$ cat src/rtl/cdo_pkg.sv
// Shared types, constants and month-length helper for the date offset unit.
package cdo_pkg;

    localparam int YEAR_W  = 14;
    localparam int MONTH_W = 4;
    localparam int DAY_W   = 5;
    localparam int COUNT_W = 16;

    localparam logic [YEAR_W-1:0] MAX_YEAR = 14'd9999;
    localparam logic [YEAR_W-1:0] MIN_YEAR = 14'd1;

    localparam logic [MONTH_W-1:0] MONTH_JAN = 4'd1;
    localparam logic [MONTH_W-1:0] MONTH_FEB = 4'd2;
    localparam logic [MONTH_W-1:0] MONTH_MAR = 4'd3;
    localparam logic [MONTH_W-1:0] MONTH_APR = 4'd4;
    localparam logic [MONTH_W-1:0] MONTH_MAY = 4'd5;
    localparam logic [MONTH_W-1:0] MONTH_JUN = 4'd6;
    localparam logic [MONTH_W-1:0] MONTH_JUL = 4'd7;
    localparam logic [MONTH_W-1:0] MONTH_AUG = 4'd8;
    localparam logic [MONTH_W-1:0] MONTH_SEP = 4'd9;
    localparam logic [MONTH_W-1:0] MONTH_OCT = 4'd10;
    localparam logic [MONTH_W-1:0] MONTH_NOV = 4'd11;
    localparam logic [MONTH_W-1:0] MONTH_DEC = 4'd12;

    localparam logic ACTION_ADD = 1'b0;
    localparam logic ACTION_SUB = 1'b1;

    // Position of a year within the 400-year Gregorian cycle
    localparam logic [8:0] CYCLE_LAST = 9'd399;
    localparam logic [8:0] CENTURY_1  = 9'd100;
    localparam logic [8:0] CENTURY_2  = 9'd200;
    localparam logic [8:0] CENTURY_3  = 9'd300;

    typedef enum logic [2:0] {
        S_IDLE,
        S_DIV,
        S_MOD,
        S_CHECK,
        S_WALK,
        S_DONE
    } state_t;

    typedef struct packed {
        logic load;
        logic div;
        logic mod;
        logic check;
        logic step;
        logic emit;
    } cmd_t;

    typedef struct packed {
        logic date_ok;
        logic walk_last;
        logic out_free;
    } status_t;

    typedef struct packed {
        logic               action;
        logic [YEAR_W-1:0]  start_year;
        logic [MONTH_W-1:0] start_month;
        logic [DAY_W-1:0]   start_day;
        logic [COUNT_W-1:0] day_count;
    } item_t;

    typedef struct packed {
        logic [YEAR_W-1:0]  result_year;
        logic [MONTH_W-1:0] result_month;
        logic [DAY_W-1:0]   result_day;
        logic               result_valid;
    } result_t;

    // Days in a month; zero for a month code outside January to December
    function automatic logic [DAY_W-1:0] month_len(input logic [MONTH_W-1:0] m,
                                                   input logic leap);
        logic [DAY_W-1:0] len;
        case (m)
            MONTH_JAN, MONTH_MAR, MONTH_MAY, MONTH_JUL,
            MONTH_AUG, MONTH_OCT, MONTH_DEC: len = 5'd31;
            MONTH_APR, MONTH_JUN, MONTH_SEP, MONTH_NOV: len = 5'd30;
            MONTH_FEB: len = leap ? 5'd29 : 5'd28;
            default: len = 5'd0;
        endcase
        return len;
    endfunction

endpackage

$ cat src/rtl/cdo_ctrl.sv
// Controller state machine sequencing load, check, month walk and result hand-off.
module cdo_ctrl
    import cdo_pkg::*;
(
    input  logic    clk,
    input  logic    rst_n,
    input  logic    in_valid,
    output logic    in_ready,
    output cmd_t    cmd,
    input  status_t status
);

    state_t state_reg;
    state_t state_next;

    // Hold the state
    always_ff @(posedge clk or negedge rst_n)
    begin
        if (!rst_n)
        begin
            state_reg <= S_IDLE;
        end
        else
        begin
            state_reg <= state_next;
        end
    end

    // Advance the sequence and issue datapath commands
    always_comb
    begin
        state_next = state_reg;
        cmd        = '0;
        in_ready   = 1'b0;
        case (state_reg)
            S_IDLE:
            begin
                in_ready = 1'b1;
                if (in_valid)
                begin
                    cmd.load   = 1'b1;
                    state_next = S_DIV;
                end
            end
            S_DIV:
            begin
                cmd.div    = 1'b1;
                state_next = S_MOD;
            end
            S_MOD:
            begin
                cmd.mod    = 1'b1;
                state_next = S_CHECK;
            end
            S_CHECK:
            begin
                cmd.check  = 1'b1;
                state_next = status.date_ok ? S_WALK : S_DONE;
            end
            S_WALK:
            begin
                cmd.step = 1'b1;
                if (status.walk_last)
                begin
                    state_next = S_DONE;
                end
            end
            S_DONE:
            begin
                if (status.out_free)
                begin
                    cmd.emit   = 1'b1;
                    state_next = S_IDLE;
                end
            end
            default:
            begin
                state_next = S_IDLE;
            end
        endcase
    end

    // An invalid date skips the walk
    a_bad_date_skips_walk: assert property (@(posedge clk) disable iff (!rst_n)
        (state_reg == S_CHECK && !status.date_ok) |=> (state_reg == S_DONE))
        else $error("invalid date did not go straight to result");

    // A result is only written into a free output register
    a_emit_when_free: assert property (@(posedge clk) disable iff (!rst_n)
        cmd.emit |-> status.out_free)
        else $error("result written over an untaken item");

    // No new item is taken while one is still in work
    a_no_accept_busy: assert property (@(posedge clk) disable iff (!rst_n)
        cmd.load |=> !in_ready)
        else $error("input ready while an item is in work");

endmodule

$ cat config.mk
export PLATFORM = sky130hd
export DESIGN_NAME = cdo_ctrl
export DESIGN_NICKNAME = d
export VERILOG_FILES = /design/src/rtl/cdo_pkg.sv /design/src/rtl/cdo_ctrl.sv
export SDC_FILE = /design/constraint.sdc
export NUM_CORES = 1
export LEC_CHECK = 0
export ABC_CLOCK_PERIOD_IN_PS = 1200
export BUFFER_PORTS_ARGS = -buffer_cell sky130_fd_sc_hd__buf_2
export CORE_AREA = 2 2 39 41
export DETAILED_ROUTE_END_ITERATION = 8
export DIE_AREA = 0 0 41 43
export PLACE_DENSITY = 0.33
export SYNTH_ARGS = -nofsm -noshare
export SYNTH_HDL_FRONTEND = slang
export SYNTH_SLANG_ARGS = --single-unit
$ cat constraint.sdc
create_clock -name clk -period 1.2 [get_ports clk]
set_input_delay 0.06 -clock clk [delete_from_list [all_inputs] [get_ports clk]]
set_output_delay 0.06 -clock clk [all_outputs]
set_load 0.1 [all_outputs]
Word-level counts from Yosys, hierarchy flattened
Cells that the tools add are included.
W data, S select, Z words.
{"block": "totals", "reg_bits": 3, "in_bits": 6, "out_inout_bits": 7, "word_cells": 25}
{"block": "classes", "n_eq_ne": 8, "n_mux": 14, "n_reduce_logical": 2}
{"operator": "$pmux W3 S6", "count": 1}
{"operator": "$mux W1", "count": 10}
{"operator": "$mux W3", "count": 3}
{"operator": "$eq A3 B2 Y1 const B", "count": 2}
{"operator": "$eq A3 B3 Y1 const B", "count": 2}
{"operator": "$ne A2 B2 Y1 const B", "count": 3}
{"operator": "$eq A3 B1 Y1 const B", "count": 1}
{"operator": "$logic_not A3 Y1", "count": 1}
{"operator": "$reduce_and A3 Y1", "count": 1}

Longest topological paths before layout
{"block": "depth", "ltp_word": 3, "ltp_mapped": 4, "mapped_depth_nobuf": 3}

Worst setup path before layout
Ideal clock, no wire load.
{"block": "synth_timing", "kind": "reg-to-output", "startpoint": "register state_reg[0]", "endpoint": "output cmd[5] (netlist bit)", "arrival_ns": 3.561, "required_ns": 1.140, "slack_ns": -2.421, "stages_incl_launch_ff": 4, "n_path_buf": 1, "path_cell_list": "dfrtp_1 buf_4 nor3_1 and2_1"}
{"element": "from (decl)", "line": "cdo_ctrl.sv:13", "source": "state_t state_reg;"}
{"element": "from (signal assigned)", "line": "cdo_ctrl.sv:25", "source": "state_reg <= state_next;"}
{"element": "to (decl)", "line": "cdo_ctrl.sv:9", "source": "output cmd_t cmd,"}

==> run summary <==
status - finished, violations left
failing checks - setup timing
post-synthesis instance total - 24
# diodes - 0
Clock Sinks - 3
P&R area growth vs syn - 153.3%
non-filler instance count after layout - 61
final setup margin - -0.1116 ns
core footprint - 0.001384 mm2
post-synth top area share - 36.36%
Worst Path Max Fanout - 6
CP arrival - 1.25 ns
yosys warns - 0
CTS Buf Count - 3
Seq/Total Area, Yosys - 36.36%
H-tree levels - 1
Cells after DPL - 52
Die ar. - 0.001763 mm2
Die H - 43 um
I/O pin cnt - 13
slowest CP cell - dfrtp_2
Final Hold Viols - 0
Fin Hold WS - 0.1523 ns
Crit path required time - 1.14 ns
port bufs - 12
Via-to-Cell Ratio - 4.049
synthesis-stage register bit count - 3
number of placement rows - 14
Die Wd - 41 um
Util after Layout - 37.79%
Worst-Margin Slew - 0.2261 ns
drt drc - 0
first-pass GRT wire length - 1.055 mm
fin nets - 52
Post-synth EDFFs - 0
DRT iter0 DRCs - 0
Synth Cell Area - 206.4 um2
max reg flops - 3
Setup Viol. Count Final - 7
GRT overflow - 0
clock root buffer master - clkbuf_4
initial antenna violation count - 0
Starting Density - 14.92%
count leader, synth - nor2_1
RSZ-0062 raised after global routing - yes
Syn Area/Cell - 8.602 um2
crit-path leading delay family - flip-flops
Post-Syn Nets - 30
number of max-cap violations - 0
Worst path max stage delay - 0.46 ns
via count - 247
synth cell count leaders - nor2_1, dfrtp_1, nand2_1
number of global-route vias before repair - 278
slew margin rel. - 84.69%
crit path buf inv count - 1
Cell variety after synth - 16
crit end category - primary output
min cycle time layout - 1.312 ns
worst-skew pair later-pin latency - 0.23 ns
Startpoint Class - register
Top FF cell, synth - dfrtp_1
buffer depth of the longest clock path - 2
pin count of the biggest net entering global routing - 9
Placer Congestion - 0.6833
DRT Wirelength - 616 um
most area-consuming cells after synthesis - dfrtp_1, nor2_1, nor3b_2
crit-path cells - nor3_4, and2_4, buf_12
WS Path Type - register to primary output
post-route ant nets - 0
DR pass1 iterations - 1
GRT Total Usage - 9.045%
Async SR Flop Fraction - 100.0%
clock slew at reported path FFs - 0.04 ns
worst clock skew - 0.0009669 ns
type of the tightest min-delay check - input port to register
CTS tree - yes
Slew Limit Fails - 0
ratio of cells with drive above 1 in the final layout - 71.11%
HPWL after DPL - 456.3 um
area leader, netlist - dfrtp_1
routed len/inst - 10.10 um
Final period util - 109.3%
Fmax - 762.4 MHz
==> metrics by stage <==
step                worst slack (ns)  setup TNS [ns]  cell area (um2)
floorplan                    -0.6677          -2.073            267.8
global placement            0.007882               0            445.4
detailed placement          -0.01103        -0.01103            445.4
CTS                          -0.1289         -0.6559            511.7
global route                 -0.1587         -0.7984            523.0
finish                       -0.1116         -0.4680            523.0
==> repair_timing <==
item | in CTS | in global routing
gates resized for setup | 5 | 1
endpoints found under the setup margin | 8 | 7
buffers inserted | 3 | 1
hold endpoints to repair | 3 | 0
hold buffers | 1 | 0
pin swaps | 2 | 1
==> metal layers <==
metal  routed length (um)  part of all wire (%)  vias up  track usage [%]
met4                    0                     0        0            6.000
met2                  318                    52        9            12.81
met3                   30                   4.9        0            3.141
li1                     -                     -      122                -
met5                    0                     0        -                0
met1                  267                    43      116            10.97
==> placed cells by master, fill, tap and decap left out, drive strengths merged <==
cell type,n
buf,18
nor2,4
clkbuf,4
nand2,3
dfrtp,3
nor3b,2
or2,2
nor3,1
nand2b,1
and2,1
mux2i,1
nand3b,1
nand3,1
o311ai,1
a21oi,1
dlygate4sd3,1
==> worst paths after layout <==
check	start	endpoint	slack, ns	depth (start not counted)
worst max register to register	state_reg[0]	state_reg[0]	0.09	3
worst min-delay path	status[2]	state_reg[0]	0.15	4
worst min register to register	state_reg[1]	state_reg[0]	0.65	1
worst max-delay path	state_reg[0]	cmd[5]	-0.11	3
max in group asynchronous	rst_n	state_reg[1]	0.92	2
min in group asynchronous	rst_n	state_reg[0]	0.16	2
==> area by class of cell <==
| class | instances | area [um2] |
|---|---|---|
| Timing Repair Buffer | 19 | 224.0 |
| Tap cell | 16 | 20.02 |
| Sequential cell | 3 | 78.83 |
| Clock buffer | 4 | 26.28 |
| Multi-Input combinational cell | 19 | 173.9 |
| Fill cell | 147 | 860.8 |
==> kinds of logic after synthesis <==
kind of cell	count (synthesis)	synth area share (%)
simple gates	16	43.03
mux	1	4.849
flops	3	36.36
compound gates	2	6.665
buf+inv	2	9.092
==> worst min-delay path, delay by kind of cell <==
family	cells	cell delay (ns)
simple gates	2	0.11
compound gates	1	0.09
buf+inv	1	0.07
Power is left out: the tool's default activity adds up to more than one toggle a clock period on the data nets, which glitch-free logic cannot reach.
