## src/rtl/cdo_pkg.sv

```systemverilog
// Shared types, constants and month-length helper for the date offset unit.
package cdo_pkg;

    localparam int YEAR_W  = 14;
    localparam int MONTH_W = 4;
    localparam int DAY_W   = 5;
    localparam int COUNT_W = 16;

    localparam logic [YEAR_W-1:0] MAX_YEAR = 14'd9999;
    localparam logic [YEAR_W-1:0] MIN_YEAR = 14'd1;

    localparam logic [MONTH_W-1:0] MONTH_JAN = 4'd1;
    localparam logic [MONTH_W-1:0] MONTH_FEB = 4'd2;
    localparam logic [MONTH_W-1:0] MONTH_MAR = 4'd3;
    localparam logic [MONTH_W-1:0] MONTH_APR = 4'd4;
    localparam logic [MONTH_W-1:0] MONTH_MAY = 4'd5;
    localparam logic [MONTH_W-1:0] MONTH_JUN = 4'd6;
    localparam logic [MONTH_W-1:0] MONTH_JUL = 4'd7;
    localparam logic [MONTH_W-1:0] MONTH_AUG = 4'd8;
    localparam logic [MONTH_W-1:0] MONTH_SEP = 4'd9;
    localparam logic [MONTH_W-1:0] MONTH_OCT = 4'd10;
    localparam logic [MONTH_W-1:0] MONTH_NOV = 4'd11;
    localparam logic [MONTH_W-1:0] MONTH_DEC = 4'd12;

    localparam logic ACTION_ADD = 1'b0;
    localparam logic ACTION_SUB = 1'b1;

    // Position of a year within the 400-year Gregorian cycle
    localparam logic [8:0] CYCLE_LAST = 9'd399;
    localparam logic [8:0] CENTURY_1  = 9'd100;
    localparam logic [8:0] CENTURY_2  = 9'd200;
    localparam logic [8:0] CENTURY_3  = 9'd300;

    typedef enum logic [2:0] {
        S_IDLE,
        S_DIV,
        S_MOD,
        S_CHECK,
        S_WALK,
        S_DONE
    } state_t;

    typedef struct packed {
        logic load;
        logic div;
        logic mod;
        logic check;
        logic step;
        logic emit;
    } cmd_t;

    typedef struct packed {
        logic date_ok;
        logic walk_last;
        logic out_free;
    } status_t;

    typedef struct packed {
        logic               action;
        logic [YEAR_W-1:0]  start_year;
        logic [MONTH_W-1:0] start_month;
        logic [DAY_W-1:0]   start_day;
        logic [COUNT_W-1:0] day_count;
    } item_t;

    typedef struct packed {
        logic [YEAR_W-1:0]  result_year;
        logic [MONTH_W-1:0] result_month;
        logic [DAY_W-1:0]   result_day;
        logic               result_valid;
    } result_t;

    // Days in a month; zero for a month code outside January to December
    function automatic logic [DAY_W-1:0] month_len(input logic [MONTH_W-1:0] m,
                                                   input logic leap);
        logic [DAY_W-1:0] len;
        case (m)
            MONTH_JAN, MONTH_MAR, MONTH_MAY, MONTH_JUL,
            MONTH_AUG, MONTH_OCT, MONTH_DEC: len = 5'd31;
            MONTH_APR, MONTH_JUN, MONTH_SEP, MONTH_NOV: len = 5'd30;
            MONTH_FEB: len = leap ? 5'd29 : 5'd28;
            default: len = 5'd0;
        endcase
        return len;
    endfunction

endpackage

```

## src/rtl/cdo_dp.sv

```systemverilog
// Datapath: date registers, 400-year cycle position, month stepper and output register.
module cdo_dp
    import cdo_pkg::*;
(
    input  logic    clk,
    input  logic    rst_n,
    input  cmd_t    cmd,
    output status_t status,
    input  item_t   item,
    output result_t result,
    output logic    out_valid,
    input  logic    out_ready
);

    logic               sub_reg;
    logic [YEAR_W-1:0]  year_reg,  year_next;
    logic [MONTH_W-1:0] month_reg, month_next;
    logic [DAY_W-1:0]   day_reg,   day_next;
    logic [COUNT_W-1:0] count_reg, count_next;
    logic [5:0]         q400_reg;
    logic [8:0]         yr400_reg, yr400_next;
    logic               ok_reg,    ok_next;
    logic               walk_last;
    result_t            res_reg;
    logic               out_valid_reg;

    logic [15:0]        div_prod;
    logic [YEAR_W-1:0]  mod_prod;
    logic               leap;
    logic [DAY_W-1:0]   cur_len;
    logic [DAY_W-1:0]   prev_len;
    logic [COUNT_W:0]   add_sum;
    logic               date_ok;

    // Year divided by 400: (year / 16) * 41 / 1024 is exact for a 10-bit quotient input
    assign div_prod = 16'(year_reg[YEAR_W-1:4]) * 16'd41;
    assign mod_prod = YEAR_W'(YEAR_W'(q400_reg) * 14'd400);

    // Leap year from the position in the 400-year cycle
    assign leap = (yr400_reg[1:0] == 2'b00) && (yr400_reg != CENTURY_1) &&
                  (yr400_reg != CENTURY_2) && (yr400_reg != CENTURY_3);
    assign cur_len  = month_len(month_reg, leap);
    assign prev_len = month_len(month_reg - 4'd1, leap);
    assign add_sum  = {1'b0, count_reg} + (COUNT_W+1)'(day_reg);

    assign date_ok = (year_reg >= MIN_YEAR) && (year_reg <= MAX_YEAR) &&
                     (month_reg >= MONTH_JAN) && (month_reg <= MONTH_DEC) &&
                     (day_reg != 5'd0) && (day_reg <= cur_len);

    // One month step of the walk
    always_comb
    begin
        year_next  = year_reg;
        month_next = month_reg;
        day_next   = day_reg;
        count_next = count_reg;
        yr400_next = yr400_reg;
        ok_next    = ok_reg;
        walk_last  = 1'b0;
        if (sub_reg == ACTION_ADD)
        begin
            if (add_sum <= (COUNT_W+1)'(cur_len))
            begin
                day_next  = add_sum[DAY_W-1:0];
                walk_last = 1'b1;
            end
            else
            begin
                count_next = count_reg - COUNT_W'(cur_len - day_reg + 5'd1);
                day_next   = 5'd1;
                if (month_reg == MONTH_DEC)
                begin
                    month_next = MONTH_JAN;
                    year_next  = year_reg + 14'd1;
                    yr400_next = (yr400_reg == CYCLE_LAST) ? 9'd0 : yr400_reg + 9'd1;
                    if (year_reg == MAX_YEAR)
                    begin
                        ok_next   = 1'b0;
                        walk_last = 1'b1;
                    end
                end
                else
                begin
                    month_next = month_reg + 4'd1;
                end
            end
        end
        else
        begin
            if (count_reg < COUNT_W'(day_reg))
            begin
                day_next  = day_reg - count_reg[DAY_W-1:0];
                walk_last = 1'b1;
            end
            else
            begin
                count_next = count_reg - COUNT_W'(day_reg);
                if (month_reg == MONTH_JAN)
                begin
                    month_next = MONTH_DEC;
                    day_next   = month_len(MONTH_DEC, 1'b0);
                    year_next  = year_reg - 14'd1;
                    yr400_next = (yr400_reg == 9'd0) ? CYCLE_LAST : yr400_reg - 9'd1;
                    if (year_reg == MIN_YEAR)
                    begin
                        ok_next   = 1'b0;
                        walk_last = 1'b1;
                    end
                end
                else
                begin
                    month_next = month_reg - 4'd1;
                    day_next   = prev_len;
                end
            end
        end
    end

    // Load, prepare and walk the working date
    always_ff @(posedge clk)
    begin
        if (cmd.load)
        begin
            sub_reg   <= item.action;
            year_reg  <= item.start_year;
            month_reg <= item.start_month;
            day_reg   <= item.start_day;
            count_reg <= item.day_count;
        end
        else if (cmd.step)
        begin
            year_reg  <= year_next;
            month_reg <= month_next;
            day_reg   <= day_next;
            count_reg <= count_next;
        end
        if (cmd.div)
        begin
            q400_reg <= div_prod[15:10];
        end
        if (cmd.mod)
        begin
            yr400_reg <= 9'(year_reg - mod_prod);
        end
        else if (cmd.step)
        begin
            yr400_reg <= yr400_next;
        end
        if (cmd.check)
        begin
            ok_reg <= date_ok;
        end
        else if (cmd.step)
        begin
            ok_reg <= ok_next;
        end
    end

    // Capture the result; zero the date when out of range or invalid
    always_ff @(posedge clk)
    begin
        if (cmd.emit)
        begin
            res_reg.result_valid <= ok_reg;
            res_reg.result_year  <= ok_reg ? year_reg  : '0;
            res_reg.result_month <= ok_reg ? month_reg : '0;
            res_reg.result_day   <= ok_reg ? day_reg   : '0;
        end
    end

    // Hold the output item until taken
    always_ff @(posedge clk or negedge rst_n)
    begin
        if (!rst_n)
        begin
            out_valid_reg <= 1'b0;
        end
        else if (cmd.emit)
        begin
            out_valid_reg <= 1'b1;
        end
        else if (out_ready)
        begin
            out_valid_reg <= 1'b0;
        end
    end

    assign status.date_ok   = date_ok;
    assign status.walk_last = walk_last;
    assign status.out_free  = !out_valid_reg || out_ready;
    assign result           = res_reg;
    assign out_valid        = out_valid_reg;

    // An invalid result carries an all-zero date
    a_invalid_zero: assert property (@(posedge clk) disable iff (!rst_n)
        (out_valid_reg && !res_reg.result_valid) |->
        (res_reg.result_year == '0 && res_reg.result_month == '0 &&
         res_reg.result_day == '0))
        else $error("invalid result with non-zero date");

    // The walk only runs on a sane month and day
    a_walk_sane: assert property (@(posedge clk) disable iff (!rst_n)
        cmd.step |-> (day_reg != 5'd0 && month_reg >= MONTH_JAN &&
                      month_reg <= MONTH_DEC))
        else $error("month walk on a broken date");

    // A valid result always names a real month
    a_valid_month: assert property (@(posedge clk) disable iff (!rst_n)
        (out_valid_reg && res_reg.result_valid) |->
        (res_reg.result_month >= MONTH_JAN && res_reg.result_month <= MONTH_DEC &&
         res_reg.result_day != 5'd0))
        else $error("valid result with impossible month or day");

endmodule

```

## config.mk

```make
export PLATFORM = sky130hd
export DESIGN_NAME = cdo_dp
export DESIGN_NICKNAME = d
export VERILOG_FILES = /design/src/rtl/cdo_pkg.sv /design/src/rtl/cdo_dp.sv
export SDC_FILE = /design/constraint.sdc
export NUM_CORES = 1
export LEC_CHECK = 0
export ABC_AREA = 1
export BUFFER_PORTS_ARGS = -buffer_cell sky130_fd_sc_hd__buf_2
export CORE_MARGIN = 3
export CORE_UTILIZATION = 45
export DETAILED_ROUTE_END_ITERATION = 8
export SYNTH_ARGS = -nofsm -noshare
export SYNTH_HDL_FRONTEND = slang
export SYNTH_SLANG_ARGS = --single-unit
```

## constraint.sdc

```tcl
create_clock -name clk -period 10 [get_ports clk]
set_input_delay 0 -clock clk [delete_from_list [all_inputs] [get_ports clk]]
set_output_delay 0 -clock clk [all_outputs]
set_load 0.02 [all_outputs]
```

After elaboration in Yosys (flattened, before gate mapping) --
Cells that the tools add are included.
Cells by class: magnitude comparators 7, $mul 2, reductions and logical operators 29, add/subtract/negate cells 13, mux-type cells 55, eq/ne operators 40
Operators by type and width (number):
- 2-to-1 mux 14 bit | 7
- 2-to-1 mux 9 bit | 9
- 2-to-1 mux 16 bit | 5
- == test 4 bit (second input constant) | 10
- == test 4 x 3 -> 1 bit (second input constant) | 8
- 2-to-1 mux 5 bit | 6
- case mux 5 bit (3 select lines) | 2
- 2-to-1 mux 4 bit | 7
- 2-to-1 mux 1 bit | 19
- != test 3 bit (second input constant) | 6
- adder 16 x 5 -> 17 bit | 1
- <= comparator 17 x 5 -> 1 bit | 1
- == test 4 x 2 -> 1 bit (second input constant) | 4
- < comparator 16 x 5 -> 1 bit | 1
- multiplier 10 x 6 -> 16 bit (second input constant) | 1
- subtractor 16 bit | 1
- subtractor 16 x 5 -> 16 bit | 1
- adder 14 x 1 -> 14 bit (second input constant) | 1
- == test 14 x 1 -> 1 bit (second input constant) | 1
- == test 14 bit (second input constant) | 1
- greater-or-equal comparator 14 x 1 -> 1 bit (second input constant) | 1
- <= comparator 14 bit (second input constant) | 1
- OR reduction 7 bit | 2
- subtractor 14 x 1 -> 14 bit (second input constant) | 1
- 30 further kinds | 49
Word-level totals: output and inout bits 28, bits of input ports 49, bits in registers 81

Depth between registers and ports, before layout --
Gate-level depths: netlist of the first run.
word-level depth 13, mapped depth 33, mapped depth without buffers 33

Worst setup path before layout of the first run --
OpenSTA, ideal clock, no wires.
kind flip-flop to flip-flop, start reg month_reg[0], end reg count_reg[13] (data pin), slack 5687 ps, required time 9750 ps, setup time 250 ps, stages on the path, launching flop included 30, arrival 4063 ps, buffers on the path 0, cell sequence edfxtp_1 > inv_1 > ha_1 > nand2_1 > nor2_1 > nor4_1 > inv_1 > nor2_1 > inv_1 > nor2_1 > inv_1 > ha_1 > xnor2_1 > nor2_2 > nand3_4 > nand2_1 > ha_1 > nand4_1 > o211ai_1 > nand2_1 > nand2_1 > nand2_1 > nand2_1 > nand2_1 > o21ai_1 > nand2_1 > nand3_1 > nand3_1 > nand3_1 > inv_1
On the way: longest elaborated chain between the ends 10, elaborated cells on any way between the ends 22
Ends and longest elaborated chain:
- start: declaration | line cdo_dp.sv:17 | logic [MONTH_W-1:0] month_reg, month_next;
- start signal: assignment | line cdo_dp.sv:126 | month_reg <= item.start_month;
- start signal: assignment | line cdo_dp.sv:133 | month_reg <= month_next;
- == test 4 bit (tied with other cells) | line cdo_pkg.sv:77 | case (m)
- OR reduction 7 bit / OR reduction 4 bit (equally long branches) | line cdo_pkg.sv:77
- case mux 5 bit (3 select lines) * | line cdo_pkg.sv:77
- subtractor 5 x 5 -> 6 bit * | line cdo_dp.sv:69 | count_next = count_reg - COUNT_W'(cur_len - day_reg + 5'd1);
- adder 6 x 2 -> 7 bit * | line cdo_dp.sv:69
- subtractor 16 bit * | line cdo_dp.sv:69
- 2-to-1 mux 16 bit * | line cdo_dp.sv:62 | if (add_sum <= (COUNT_W+1)'(cur_len))
- 2-to-1 mux 16 bit * | line cdo_dp.sv:60 | if (sub_reg == ACTION_ADD)
- 2-to-1 mux 16 bit * | line cdo_dp.sv:130 | else if (cmd.step)
- 2-to-1 mux 16 bit * | line cdo_dp.sv:122 | if (cmd.load)
- end signal: assignment | line cdo_dp.sv:128 | count_reg <= item.day_count;
- end signal: assignment | line cdo_dp.sv:135 | count_reg <= count_next;
- end: declaration | line cdo_dp.sv:19 | logic [COUNT_W-1:0] count_reg, count_next;
Mark *: on every way between the ends. The rest lies on a longest branch, timed or not. The select of a mux whose other input is x is not followed. A chain may end at the register's enable or synchronous reset.

Worst setup path after layout of the first run --
Same ends and word-level chain as after synthesis.

==> results.yml, run 1 <==
worst_hold_path:
  hold_path_startpoint: "item[4]"
  whs_endpoint: "count_reg[4]"
  hold_path_class: "input pin to register"
  worst_hold_depth: 3
critical_path:
  endpoint_kind: "register"
  max_stage_delay_ps: 430
  r2r_path_start: "month_reg[0]"
  crit_start: "month_reg[0]"
  regToRegEndpoint: "count_reg[13]"
  worst-endpoint-required_ps: 10120
  crit_path_start_kind: "register"
  critPathSlowestCell: "edfxtp_1"
  worst-endpoint-arrival_ps: 5170
  timing.reg2reg.worst_path_depth: 29
  critPathKind: "register to register"
  r2r_setup_slack_ps: 4950
  crit_top_cell: "nand2_1"
  worstPathMaxFanout: 10
detailed_routing:
  drtAntennaViolNets: 0
  drt_drc_violations_left: 0
  viasPerCell: 5.31
  total_number_of_vias: 7170
  route.final.wire_length_um: 21200
  drtIter0Drc: 636
  detail_route.first_pass.iterations: 5
  wl_per_cell_um: 15.7
synth:
  seq_total_area_yosys_pct: 31.1
  postSynth.asyncResetShare_pct: 1.25
  postSynthNetCount: 1166
  synth-warning-count: 0
  synth-main-ff-cell: "edfxtp_1"
  edff_count_synth: 79
  syn_area_per_cell_um2: 7.50
  synth_cell_type_count: 52
  postSynthCellCount: 1029
  synthesized_cell_area_um2: 7710
  ys_ff_latch: 80
timing:
  fmaxAchievable_ghz: 0.198
  setup_total_negative_slack_ps: 0
  final.period_utilization_pct: 50.5
  fin_crit_ps: 5050
  grt_setup_unrepaired: "no"
  setup-violations-final: 0
  slew_headroom_pct: 26.3
  slew_viol_final: 0
  final_hold_viol_count: 1
  max_slew.worst_pin.slew_ps: 1100
  skew_ps: 11.6
  holdWs_ps: -0.351
power_and_ir_drop:
  vdd_ir_drop_max_mv: 0.165
  cell_area_power_density_nw_per_um2: 256
  leakagePower_nw: 4.35
cells_and_area:
  antennaDiodeCount: 0
  largest_register_ff_count: 24
  finish.utilization_pct: 53.5
  final_common_cell: "nand2_1"
  mostFrequentLayoutCells: "nand2_1, inv_1, nor2_1"
  num-fill-cells: 1651
  stdcell_count: 1351
  post-route-cell-area_um2: 8930
  layout_cells_sized_above_1_pct: 11.8
  fin_nets: 1263
  area_growth_syn_to_layout_pct: 15.8
global_routing:
  grt_overflow: 0
  grt_pass1_wl_um: 34200
  grt_start_max_net_pins: 34
  antenna_found_initial: 0
  grt_pass1_vias: 6493
  grt_use_total_pct: 23.3
place:
  placed_cell_areas_um2: 8260
  io_buffers: 76
  place_inst: 1299
  gp_routability_congestion: 0.932
  dp_hpwl_um: 16300
clock_network:
  clkTransAtPathRegs_ps: 70
  worst_case_clock_buffer_depth: 2
  cts.sink_count: 80
  clkLatencyLatePin_ps: 360
  clock_tree_from_tritoncts: "done"
  cts-htree-levels: 3
  numCtsBuffers: 9
  cts_root_buffer: "clkbuf_16"
floorplan:
  std_cell_rows: 47
  die_height_um: 137
  design.core.area_um2: 16700
  die_w_um: 137
  pin_count: 77
  start_util_pct: 46.2
  fp.dieArea_um2: 18700
status:
  failing_checks: "negative hold slack"
  status: "finished with violations"
flow_run:
  max-cap-violations: 0
-- Yosys cell counts, types with 2 or more instances --
library cell    n  area, um2
buf_1           2       7.51
edfxtp_1       79       2370
o221ai_1        8       70.1
nand2_2        11       68.8
nor3_1         15       75.1
a31oi_1        15       93.8
nand4_1        15       93.8
o21ai_0        64        320
ha_1           78        976
nand2_1       189        709
buf_4           2       15.0
o22ai_1         4       25.0
a221oi_1        2       17.5
a22oi_1         6       45.0
nor2_1        109        409
a21oi_2         4       35.0
xnor2_1         9       78.8
a21o_1          2       15.0
and2_1          2       12.5
inv_1         180        676
or2_2           7       43.8
nand3_1        61        305
nor2_2          3       18.8
clkbuf_1       21       78.8
o211ai_1       12       90.1
o21bai_1        2       15.0
nor4_1          5       31.3
buf_2           3       15.0
a21oi_1        43        215
inv_2           6       22.5
o31ai_1         5       37.5
xor2_1         34        298
fa_1           10        200
o41ai_1         3       26.3
-- stage by stage --
stage | power [mW] | worst slack (ps)
after CTS | 2.27 | 5020
after floorplan | 1.60 | 5690
after global routing | 2.50 | 4430
after detailed placement | 1.90 | 5060
final | 2.28 | 4950
after global placement | 1.90 | 5220
-- how the worst max path moves through the flow --
stage / end / slack, ps / depth (start not counted)
global route: count_reg[13] / 4430 / 32
detailed placement: count_reg[15] / 5060 / 29
CTS: count_reg[13] / 5020 / 29
global placement: count_reg[13] / 5220 / 29
floorplan: count_reg[13] / 5690 / 29
finish: count_reg[13] / 4950 / 29
-- final cells by class --
cell class / instances / area [um2] / area share [%]
clock buffer: 9 / 225 / 2.52
multi-input combinational: 733 / 4480 / 50.2
inverter: 186 / 698 / 7.82
sequential: 80 / 2400 / 26.9
timing repair buffer: 116 / 771 / 8.63
tap: 220 / 275 / 3.08
clock inverter: 7 / 80.1 / 0.897
-- timing repair --
action / 4_1_cts / 5_1_grt
setup buffers: 0 / 0
hold buffers: 36 / 0
resized for setup: 0 / 0
hold endpoints to repair: 39 / 0
setup endpoints to repair: 0 / 0
-- layer usage --
layer	vias up	GRT usage, %	wire, um
met2	251	34.0	8860
li1	3605	-	-
met1	3293	35.8	10800
met4	0	7.04	369
met5	-	0	0
met3	21	3.20	1250
-- where the power goes --
part | switching (mW) | internal (mW) | total (mW) | leakage [nW]
clock | 0.157 | 0.197 | 0.354 | 0.148
sequential | 0.106 | 0.470 | 0.576 | 0.804
combinational | 0.840 | 0.511 | 1.35 | 3.40
total | 1.10 | 1.18 | 2.28 | 4.35
-- critical path: cells and delay by family, from the launching register on --
family | cells | cell delay, ps
AO/OA/AOI/OAI | 2 | 400
buffers and inverters | 5 | 520
flip-flops | 1 | 430
AND/OR/NAND/NOR | 18 | 2150
adder cells (fa/ha/maj) | 3 | 970
XOR/XNOR | 1 | 350
-- cells by family after synthesis --
kind of cell / count (synthesis) / synth area share (%)
and+or+nand+nor: 421 / 23.5
DFF: 80 / 31.1
xor gates and xnor gates: 44 / 5.09
adders and majority gates: 88 / 15.2
AOI/OAI and AO/OA: 180 / 14.2
buffers and inverters: 216 / 10.8
(Power assumes the default switching activity.)
==> inputs of run 2 (changes only) <==
--- a/config.mk
+++ b/config.mk
@@ -5,11 +5,12 @@
 export SDC_FILE = /design/constraint.sdc
 export NUM_CORES = 1
 export LEC_CHECK = 0
-export ABC_AREA = 1
+export ABC_AREA = 0
 export BUFFER_PORTS_ARGS = -buffer_cell sky130_fd_sc_hd__buf_2
 export CORE_MARGIN = 3
 export CORE_UTILIZATION = 45
 export DETAILED_ROUTE_END_ITERATION = 8
+export PLACE_DENSITY = 0.66
 export SYNTH_ARGS = -nofsm -noshare
 export SYNTH_HDL_FRONTEND = slang
 export SYNTH_SLANG_ARGS = --single-unit
==> constraint.sdc (replaced) <==
create_clock -name clk -period 4.6 [get_ports clk]
set_input_delay 0 -clock clk [delete_from_list [all_inputs] [get_ports clk]]
set_output_delay 0 -clock clk [all_outputs]
set_load 0.02 [all_outputs]
==> run 2 against run 1 <==
Net effect:
- the run still ends with negative hold slack left
- maximum frequency increased by 12%
- synthesized cell count shrank 19%
- routed wire length shrank 6.1%
- total power up 110%
- clock power up 100%
- first-iteration DRC count shrank 18%
- cell count decreased by 13%
- sequential power increased by 100%
- critical endpoint is now count_reg[12]
==> results.yml, run 2 <==
status:
  status: "finished with violations"
  failing_checks: "negative hold slack"
synth:
  synth_top_area_cell: "edfxtp_1"
  synth-warning-count: 0
  synth_cell_type_count: 83
  synthesized_cell_area_um2: 7520
  postSynthNetCount: 975
  synth-main-ff-cell: "edfxtp_1"
  edff_count_synth: 79
  syn_area_per_cell_um2: 8.97
  postSynth.asyncResetShare_pct: 1.25
  postSynthCellCount: 838
  seq_total_area_yosys_pct: 31.9
  ys_ff_latch: 80
  post_synth_main_area_contributors: "edfxtp_1, ha_1, xnor2_1, inv_1, o21ai_0"
  synth.cells.most_frequent: "edfxtp_1, ha_1, inv_1, nand2_1"
  synth_most_common_cell: "edfxtp_1"
  post-synth-top-area-fraction_pct: 31.6
global_routing:
  grt_overflow: 0
  grt_pass1_wl_um: 31400
  grt_start_max_net_pins: 65
  grt_pass1_vias: 6210
  grt_use_total_pct: 21.5
  antenna_found_initial: 0
timing:
  max_slew.worst_pin.slew_ps: 761
  holdWs_ps: -4.85
  setup-violations-final: 0
  fmaxAchievable_ghz: 0.222
  final_hold_viol_count: 1
  slew_viol_final: 0
  postLayoutSetupSlackWorst_ps: 101
  skew_ps: 8.25
  slew_headroom_pct: 48.9
  setup_total_negative_slack_ps: 0
  grt_setup_unrepaired: "yes"
  fin_crit_ps: 4500
  final.period_utilization_pct: 97.8
detailed_routing:
  wl_per_cell_um: 16.9
  total_number_of_vias: 6579
  drt_drc_violations_left: 0
  route.layer.met1.wl_um: 9880
  detail_route.first_pass.iterations: 5
  drtAntennaViolNets: 0
  dr_wl_met3_um: 1090
  top_layer: "met4"
  drtIter0Drc: 522
  met2_wirelength_um: 8780
  route.final.wire_length_um: 20000
  viasPerCell: 5.57
floorplan:
  start_util_pct: 46.6
  fp.dieArea_um2: 18300
  design.core.area_um2: 16100
  std_cell_rows: 46
  die_w_um: 135
  die_height_um: 135
  pin_count: 77
cells_and_area:
  antennaDiodeCount: 0
  finish.utilization_pct: 56.8
  area_growth_syn_to_layout_pct: 21.7
  layout_cells_sized_above_1_pct: 20.5
  num-fill-cells: 1446
  multiInputGateArea_um2: 4800
  fin_nets: 1098
  final_common_cell: "edfxtp_1"
  largest_register_ff_count: 24
  ff_latch_area_um2: 2400
  mostFrequentLayoutCells: "edfxtp_1, buf_2, inv_1"
power_and_ir_drop:
  power_frac_seq_pct: 24.0
  leakagePower_nw: 3.87
  vdd_ir_drop_max_mv: 0.284
  cell_internal_pwr_mw: 2.75
  sw_share_pct: 43.7
  cell_area_power_density_nw_per_um2: 534
  power.share.clock_pct: 14.8
  share_comb_of_total_power_pct: 61.2
  p_switching_mw: 2.13
flow_run:
  max-cap-violations: 0
clock_network:
  clock_tree_from_tritoncts: "done"
  clkLatencyLatePin_ps: 350
  cts_root_buffer: "clkbuf_16"
  clkTransAtPathRegs_ps: 70
  cts.sink_count: 80
  numCtsBuffers: 9
  cts-htree-levels: 3
  worst_case_clock_buffer_depth: 2
worst_hold_path:
  worst_hold_depth: 3
  hold_path_class: "input pin to register"
  hold_path_startpoint: "item[23]"
place:
  dp_hpwl_um: 14500
  detailedPlace.worstSlack_ps: -34.8
  io_buffers: 76
  gp_routability_congestion: 0.932
critical_path:
  worstPathMaxFanout: 3
  crit_path_start_kind: "register"
  r2r_path_start: "yr400_reg[3]"
  endpoint_kind: "register"
  worst-endpoint-arrival_ps: 4610
  critPathKind: "register to register"
  worst-endpoint-required_ps: 4710
  timing.reg2reg.worst_path_depth: 21
  crit_start: "yr400_reg[3]"
-- run 2: changes by cell type in the layout (fill, tap and decap cells not counted), moves of 11 or more --
cell and delta:
inv_1 -108, nor3_1 +12, xor2_1 -14, nor2_1 -58, xnor2_1 +33, or3_1 +11
o21ai_0 -14, and2_1 +25, buf_4 +42, nand2_1 -124, nand3_1 -45
-- run 2: final timing paths --
kind	endpoint	slack [ps]
max	count_reg[12]	100
min	month_reg[2]	-5
max reg2reg	count_reg[12]	100
min reg2reg	out_valid	540
max in group asynchronous	out_valid	4020
min in group asynchronous	out_valid	480
-- run 2: cells by family (layout without fill, tap and decap cells) --
group | Yosys count | count (layout) | synth area share, %
AND/OR/NAND/NOR | 280 | 280 | 19.8
AO/OA/AOI/OAI | 191 | 191 | 17.0
buffers and inverters | 124 | 252 | 6.66
adder cells (fa/ha/maj) | 88 | 88 | 15.6
flip-flops | 80 | 80 | 31.9
XOR/XNOR | 64 | 64 | 7.46
multiplexers | 11 | 11 | 1.53
-- run 2: area by class of cell --
class,instances,area share (%)
multi-input cells,634,52.5
inverters,76,3.12
flip-flops and latches,80,26.2
clock inverters,7,0.657
repair buffers,160,12.1
clock buffers,9,2.46
well taps,216,2.95
-- run 2: metal layers --
metal	vias to the layer above	GRT usage [%]
met5	-	0
met3	15	3.49
met2	213	33.5
li1	3260	-
met1	3091	31.8
met4	0	4.42
-- run 2: power groups by stage --
stage	logic (mW)	registers, mW	clock network (mW)
3_3_place_gp	2.64	1.18	0
2_1_floorplan	2.01	1.10	0
4_1_cts	2.72	1.17	0.726
3_5_place_dp	2.66	1.18	0
6_report	2.99	1.17	0.723
5_1_grt	3.31	1.20	0.751
-- run 2: worst max-delay path: stages (launching register included) --
cell and delay, ps:
edfxtp_1 430, nor4bb_2 300, o211ai_1 130, o211a_1 160
o21ai_2 150, ha_2 210, inv_2 40, fa_2 340
and3_4 200, or3_4 370, and2_4 190, nand2_4 60
o311ai_2 90, ha_2 190, buf_4 140, nor2_1 160
a21o_1 170, nand2_1 50, or3_1 330, a22oi_2 190
xor2_1 90, mux2_4 260
-- run 2: stage by stage --
step                      instances  area, um2  power, mW
final                          1182       9150       4.89
after global routing           1182       9150       5.26
after CTS                      1175       8930       4.61
after detailed placement       1121       8260       3.84
after global placement         1121       8260       3.82
after floorplan                 838       7530       3.11
-- run 2: repair_timing --
item                                   4_1_cts  5_1_grt
endpoints found under the hold margin       42        0
resized for setup                            2       38
hold buffers                                38        0
pin swaps                                    0       11
setup endpoints to repair                    2       10
setup buffers                                0        7
==> inputs of run 3 (changes only) <==
--- a/config.mk
+++ b/config.mk
@@ -8,9 +8,8 @@
 export ABC_AREA = 0
 export BUFFER_PORTS_ARGS = -buffer_cell sky130_fd_sc_hd__buf_2
 export CORE_MARGIN = 3
-export CORE_UTILIZATION = 45
+export CORE_UTILIZATION = 35
 export DETAILED_ROUTE_END_ITERATION = 8
-export PLACE_DENSITY = 0.66
 export SYNTH_ARGS = -nofsm -noshare
 export SYNTH_HDL_FRONTEND = slang
 export SYNTH_SLANG_ARGS = --single-unit
==> run 3 against run 2 <==
Net effect:
- the run now ends clean
- worst hold slack improved by 19 ps
- critical path depth decreased by 1
- routed wire length up 3.5%
- setup slack lost 45 ps
- non-clock buffer count is 2 lower
- sequential share of layout area is 0.39 points lower
- die area rose by 27%
- clock-buffer cell count is 1 higher
- clock power up 16%
- sequential power about the same
- clock skew rose by 1.1 ps
- critical endpoint is now count_reg[9]
- largest power group unchanged
==> results.yml, run 3 (synthesized netlist as in run 2, its figures left out) <==
status:
  status: "finished, final reports clean"
detailed_routing:
  drtAntennaViolNets: 0
  wl_per_cell_um: 16.8
  total_number_of_vias: 6597
  detail_route.first_pass.iterations: 7
  route.final.wire_length_um: 20700
  drtIter0Drc: 654
  viasPerCell: 5.35
  drt_drc_violations_left: 0
power_and_ir_drop:
  cell_internal_pwr_mw: 2.93
  sw_share_pct: 42.5
  share_comb_of_total_power_pct: 60.4
  leakagePower_nw: 3.90
  power.share.clock_pct: 16.5
  p_switching_mw: 2.16
  power_frac_seq_pct: 23.1
  cell_area_power_density_nw_per_um2: 548
  vdd_ir_drop_max_mv: 0.291
critical_path:
  r2r_path_start: "month_reg[1]"
  regToRegEndpoint: "count_reg[9]"
  worst-endpoint-required_ps: 4710
  endpoint_kind: "register"
  worst-endpoint-arrival_ps: 4650
  crit_start: "month_reg[1]"
  critPathKind: "register to register"
  timing.reg2reg.worst_path_depth: 20
  r2r_setup_slack_ps: 60
  crit_path_start_kind: "register"
  worst_setup_path_endpoint: "count_reg[9]"
  worstPathMaxFanout: 5
clock_network:
  cts_root_buffer: "clkbuf_16"
  cts.sink_count: 80
  clkLatencyLatePin_ps: 350
  clock_tree_from_tritoncts: "done"
  cts-htree-levels: 3
  clkTransAtPathRegs_ps: 70
  worst_case_clock_buffer_depth: 2
  numCtsBuffers: 9
timing:
  setup-violations-final: 0
  final_hold_viol_count: 0
  final.period_utilization_pct: 98.8
  skew_ps: 9.31
  postLayoutSetupSlackWorst_ps: 55.3
  fin_crit_ps: 4540
  slew_viol_final: 0
  max_slew.worst_pin.slew_ps: 826
  fmaxAchievable_ghz: 0.220
  slew_headroom_pct: 44.9
  grt_setup_unrepaired: "yes"
global_routing:
  grt_start_max_net_pins: 64
  grt_pass1_wl_um: 33000
  grt_overflow: 0
  grt_use_total_pct: 17.4
  antenna_found_initial: 0
  grt_pass1_vias: 6279
cells_and_area:
  layout_cells_sized_above_1_pct: 20.5
  mostFrequentLayoutCells: "edfxtp_1, buf_2, ha_1"
  multiInputGateArea_um2: 4830
  antennaDiodeCount: 0
  area_growth_syn_to_layout_pct: 23.5
  fin_nets: 1096
  num-fill-cells: 2030
  finish.utilization_pct: 44.9
  largest_register_ff_count: 24
  stdcell_count: 1233
  ff_latch_area_um2: 2400
  post-route-cell-area_um2: 9280
  final_common_cell: "edfxtp_1"
floorplan:
  design.core.area_um2: 20700
  pin_count: 77
  die_w_um: 153
  start_util_pct: 36.3
  fp.dieArea_um2: 23300
  std_cell_rows: 52
  die_height_um: 153
place:
  io_buffers: 76
  dp_hpwl_um: 15300
  placed_cell_areas_um2: 8320
  place_inst: 1174
  gp_routability_congestion: 0.921
  detailedPlace.worstSlack_ps: -60.5
flow_run:
  max-cap-violations: 0
worst_hold_path:
  hold_path_class: "input pin to register"
run 3: layout make-up:
| type | instances | share of cell area, % |
|---|---|---|
| clock inverter | 5 | 1.15 |
| inverter | 76 | 3.07 |
| clock buffer | 10 | 2.47 |
| timing repair buffer | 158 | 11.8 |
| tap | 270 | 3.64 |
| multi-input combinational | 634 | 52.1 |
| sequential | 80 | 25.8 |
run 3: per-stage QoR:
step	hold slack [ps]	TNS (ps)	power (mW)
2_1_floorplan	-296	0	3.11
3_3_place_gp	-225	0	3.84
3_5_place_dp	-222	-125	3.87
4_1_cts	13.1	0	4.78
5_1_grt	34.2	-486	5.48
6_report	14.6	0	5.09
run 3: power by group through the flow:
stage	sequential [mW]	clock [mW]	combinational (mW)
floorplan	1.10	0	2.01
global placement	1.18	0	2.66
detailed placement	1.18	0	2.68
CTS	1.17	0.856	2.76
global route	1.20	0.878	3.41
finish	1.18	0.840	3.07
run 3: how the worst min path moves through the flow:
| stage | start | to | slack, ps | depth (start not counted) |
|---|---|---|---|---|
| after global placement | rst_n | out_valid | -230 | 1 |
| after floorplan | rst_n | out_valid | -300 | 0 |
| final | item[23] | month_reg[2] | 10 | 3 |
| after global routing | item[23] | month_reg[2] | 30 | 3 |
| after detailed placement | rst_n | out_valid | -220 | 1 |
| after CTS | item[16] | day_reg[0] | 10 | 3 |
run 3: repair_timing:
item / CTS / global route
hold buffers: 39 / 0
gates resized for setup: 6 / 41
endpoints found under the setup margin: 4 / 10
pin swaps: 1 / 18
buffers inserted: 2 / 3
hold endpoints to repair: 42 / 0
run 3: critical path, cell delays in order, from the launching register on:
cell and delay [ps]:
edfxtp_1 450, buf_4 190, ha_1 190, inv_1 90
a22oi_1 70, o22a_1 210, inv_1 70, nand2_1 120
ha_2 410, nand3b_1 200, nand2_4 180, xnor2_4 100
buf_4 140, xor2_1 150, ha_1 250, or3_4 420
o21a_4 240, a31o_2 240, a2bb2oi_1 130, xor2_1 160
mux2_2 270
run 3: layer usage:
metal	vias to the layer above	global-route usage, %	wire length (um)
met4	0	4.84	335
met1	3124	26.0	10400
met5	-	0	0
met3	26	2.53	961
li1	3264	-	-
met2	183	26.4	8930
